--- src/hw/rtl/indexed_max_heap_update_core_defines.svh ---
// Assertion macros shared by the heap RTL.
`ifndef INDEXED_MAX_HEAP_UPDATE_CORE_DEFINES_SVH
`define INDEXED_MAX_HEAP_UPDATE_CORE_DEFINES_SVH
`ifndef SYNTHESIS
`define IMH_ASSERT(lbl, clk, rst_n, prop) \
  lbl: assert property (@(posedge clk) disable iff (!rst_n) prop) \
    else $error("imh assertion failed");
`define IMH_ASSERT_NEVER(lbl, clk, rst_n, expr) \
  lbl: assert property (@(posedge clk) disable iff (!rst_n) !(expr)) \
    else $error("imh forbidden condition seen");
`else
`define IMH_ASSERT(lbl, clk, rst_n, prop)
`define IMH_ASSERT_NEVER(lbl, clk, rst_n, expr)
`endif
`endif

--- src/hw/rtl/imh_ram.sv ---
// Generic single-write, single-read RAM with registered read data.
module imh_ram #(
  parameter int unsigned WIDTH = 8,
  parameter int unsigned DEPTH = 16
) (
  input  logic                     clk_i,
  input  logic                     we_i,
  input  logic [$clog2(DEPTH)-1:0] waddr_i,
  input  logic [WIDTH-1:0]         wdata_i,
  input  logic [$clog2(DEPTH)-1:0] raddr_i,
  output logic [WIDTH-1:0]         rdata_o
);
  logic [WIDTH-1:0] mem_q [DEPTH];

  always_ff @(posedge clk_i) begin
    if (we_i) begin
      mem_q[waddr_i] <= wdata_i;
    end
    rdata_o <= mem_q[raddr_i];
  end
endmodule

--- config.mk ---
export PLATFORM = sky130hd
export DESIGN_NAME = imh_ram
export DESIGN_NICKNAME = d
export VERILOG_FILES = /design/src/hw/rtl/indexed_max_heap_update_core_defines.svh /design/src/hw/rtl/imh_ram.sv
export SDC_FILE = /design/constraint.sdc
export NUM_CORES = 1
export LEC_CHECK = 0
export BUFFER_PORTS_ARGS = -buffer_cell sky130_fd_sc_hd__clkbuf_2
export CAP_MARGIN = 20
export CORE_MARGIN = 1
export CORE_UTILIZATION = 35
export CTS_BUF_LIST = sky130_fd_sc_hd__clkbuf_4
export CTS_CLUSTER_SIZE = 25
export DETAILED_ROUTE_END_ITERATION = 7
export SLEW_MARGIN = 5
export SYNTH_ARGS = -nofsm -noshare
export SYNTH_HDL_FRONTEND = slang
export SYNTH_SLANG_ARGS = --single-unit
--- constraint.sdc ---
create_clock -name clk_i -period 3.9 [get_ports clk_i]
set_clock_uncertainty 0.2 [all_clocks]
set_input_delay 0.195 -clock clk_i [delete_from_list [all_inputs] [get_ports clk_i]]
set_output_delay 0.195 -clock clk_i [all_outputs]
set_load 0.1 [all_outputs]
==> flow_summary.yaml <==
outcome:
  status: "complete, no violations"
critical_path:
  critPathSlowestCell: "dlygate4sd3_1"
  critical_path.startpoint: "waddr_i[1]"
  path_cells: "dlygate4sd3_1, clkbuf_2, nor3_2, dlygate4sd3_1"
  ff2ff_path_depth: 3
  slowest_delay_ps: 900
  cp-start-kind: "primary input"
  cp_top_family: "buffers and inverters"
  setup.worst_path.class: "in2reg"
  cp_common_cell: "dlygate4sd3_1"
  path_max_fanout: 8
  r2r-start: "mem_q[10][6]"
  reg2reg_to: "rdata_o[6]"
  cp.required_ps: 3850
  end_kind: "flip-flop"
  crit_buf_inv: 3
  r2r_slack_ps: 2330
  cp.arrival_ps: 2040
global_routing:
  grt_pass1_vias: 2651
  antenna_found_initial: 0
  grt_max_degree: 33
  grt_pass1_wl_mm: 15.9
  grt-ovfl-total: 0
  grtUsageTotal_pct: 15.4
synth:
  synthFlopType: "edfxtp_1"
  syn_area_sq_um: 5150
  synth.distinct_cells: 19
  ys_warn_count: 0
  synth-edff-count: 128
  synth-seq-area-share_pct: 77.8
  syn_inst: 229
  synth_commonest_cells: "edfxtp_1, mux4_2, a22oi_1"
  synth_area_leaders: "edfxtp_1, mux4_2, mux4_1"
  synth_top_area_cell: "edfxtp_1"
  async_reset_ff_share_pct: 0
  synth_nets: 247
  yosys_register_bits: 136
  synth_top_area_share_pct: 74.7
  syn_avg_cell_area_sq_um: 22.5
  synth.most_common_cell: "edfxtp_1"
floorplan:
  core_area_sq_um: 14100
  ios: 26
  start_util_pct: 36.5
  std_cell_rows: 43
  die_w_um: 123
  chipHeight_um: 123
  die_area_sq_um: 15200
min_path:
  whs_endpoint: "mem_q[12][7]"
  hold_class: "in2reg"
  worstHoldStart: "waddr_i[2]"
  hold_path_depth: 3
clock_network:
  cts_buffers: 17
  cts_tree: "yes"
  clk_pin_slew_ps: 120
  insertion_delay_ps: 520
  cts_resized: 0
  cts_root_buf: "clkbuf_4"
  htreeDepth: 4
  cts_hold_buf: 11
  cts_buffer_depth: 2
  cts_setup_buffers: 0
  cts_sinks: 136
routing:
  dr.pass1.iters: 4
  drc: 0
  ant_nets: 0
  drtIter0Drc: 126
  vias: 2393
  wl_per_cell_um: 21.7
  vias_per_cell: 5.07
  routed_wl_mm: 10.2
run:
  cap_violations: 0
timing:
  hold_violations: 0
  worst_slew_margin_rel_pct: 33.1
  fin_crit_sh_pct: 53.4
  slew_viol_final: 0
  tns_ps: 0
  fmax_mhz: 480
  rsz0062_at_grt: "false"
  period_minus_slack_ps: 2080
  setup_viol: 0
  worst_pin_slew_ps: 999
cells_and_area:
  fin_cells: 472
  drive_gt1_share_pct: 26.8
  final_nets: 296
  area_growth_pct: 13.8
place:
  hpwlAfterDp_mm: 6.48
  dpl.cell_count: 428
  portBuffers: 25
  place.gp.congestion: 0.717
power:
  leakage_nw: 1.90
  powerDensity_nw_per_um2: 479
  vdd_drop_max_uv: 374
## cell type report
type | count | area, sq um
Fill cell | 1254 | 8240
Sequential cell | 136 | 4000
Multi-Input combinational cell | 83 | 1070
Timing Repair Buffer | 40 | 265
Tap cell | 180 | 225
Clock inverter | 14 | 158
Clock buffer | 18 | 135
Antenna cell | 1 | 2.50
## cells by family (layout without fill, tap and decap cells)
| kind of cell | count (synthesis) | after routing | share of synthesized area (%) |
|---|---|---|---|
| buffers and inverters | 10 | 72 | 1.68 |
| muxes | 32 | 32 | 15.0 |
| other | 0 | 1 | 0 |
| DFF | 136 | 136 | 77.8 |
| AOI/OAI and AO/OA | 16 | 16 | 2.33 |
| and+or+nand+nor | 35 | 35 | 3.18 |
## flip-flops by register name, summed over array words and instances, names as in the netlist
register  cells
rdata_o       8
mem_q       128
## layer usage
metal	routed length [um]	part of all wire, %	GRT usage [%]
met1	4500	44	21.3
met2	4870	48	23.5
met3	738	7.2	4.06
met4	110	1.1	5.72
met5	0	0	0
## through the flow
stage | cell area (sq um) | total power, mW | utilization [%] | hold slack, ps | setup WS (ps)
finish | 5860 | 2.80 | 41.5 | 65.5 | 1820
global route | 5850 | 2.91 | 41.5 | 64.6 | 1780
CTS | 5850 | 2.83 | 41.5 | 24.7 | 1850
detailed placement | 5450 | 1.89 | 38.7 | 430 | 1480
global placement | 5450 | 1.89 | 38.7 | 405 | 1500
floorplan | 5150 | 1.83 | - | 93.9 | 2010
## where the power goes
group,internal (mW),leakage (nW),switching (mW)
combinational,0.0662,0.545,0.155
sequential,1.63,1.22,0.0106
clock,0.441,0.133,0.498
## worst reg2reg max path, cell delays in order (launching register included)
cell and delay, ps:
edfxtp_1 390, mux4_2 460, a22oi_1 250, nand2_1 140
## placed cells by master, fill, tap and decap left out, types with 3 or more instances in the layout
master,synthesis,layout
edfxtp_1,128,128
clkbuf_2,0,25
mux4_2,18,18
clkbuf_4,0,18
a22oi_1,16,16
mux4_1,14,14
nor2_1,13,13
dlygate4sd3_1,0,11
nand2_1,9,9
dfxtp_1,8,8
clkinvlp_4,0,7
clkinv_1,0,4
buf_4,1,4
bufinv_16,0,3
## worst max-delay path by stage
stage,endpoint,cells after the start
after global routing,mem_q[8][1],4
after CTS,mem_q[8][1],4
after floorplan,mem_q[0][0],2
after global placement,rdata_o[1],5
final,mem_q[8][1],4
after detailed placement,rdata_o[2],5
(Power assumes the default switching activity.)
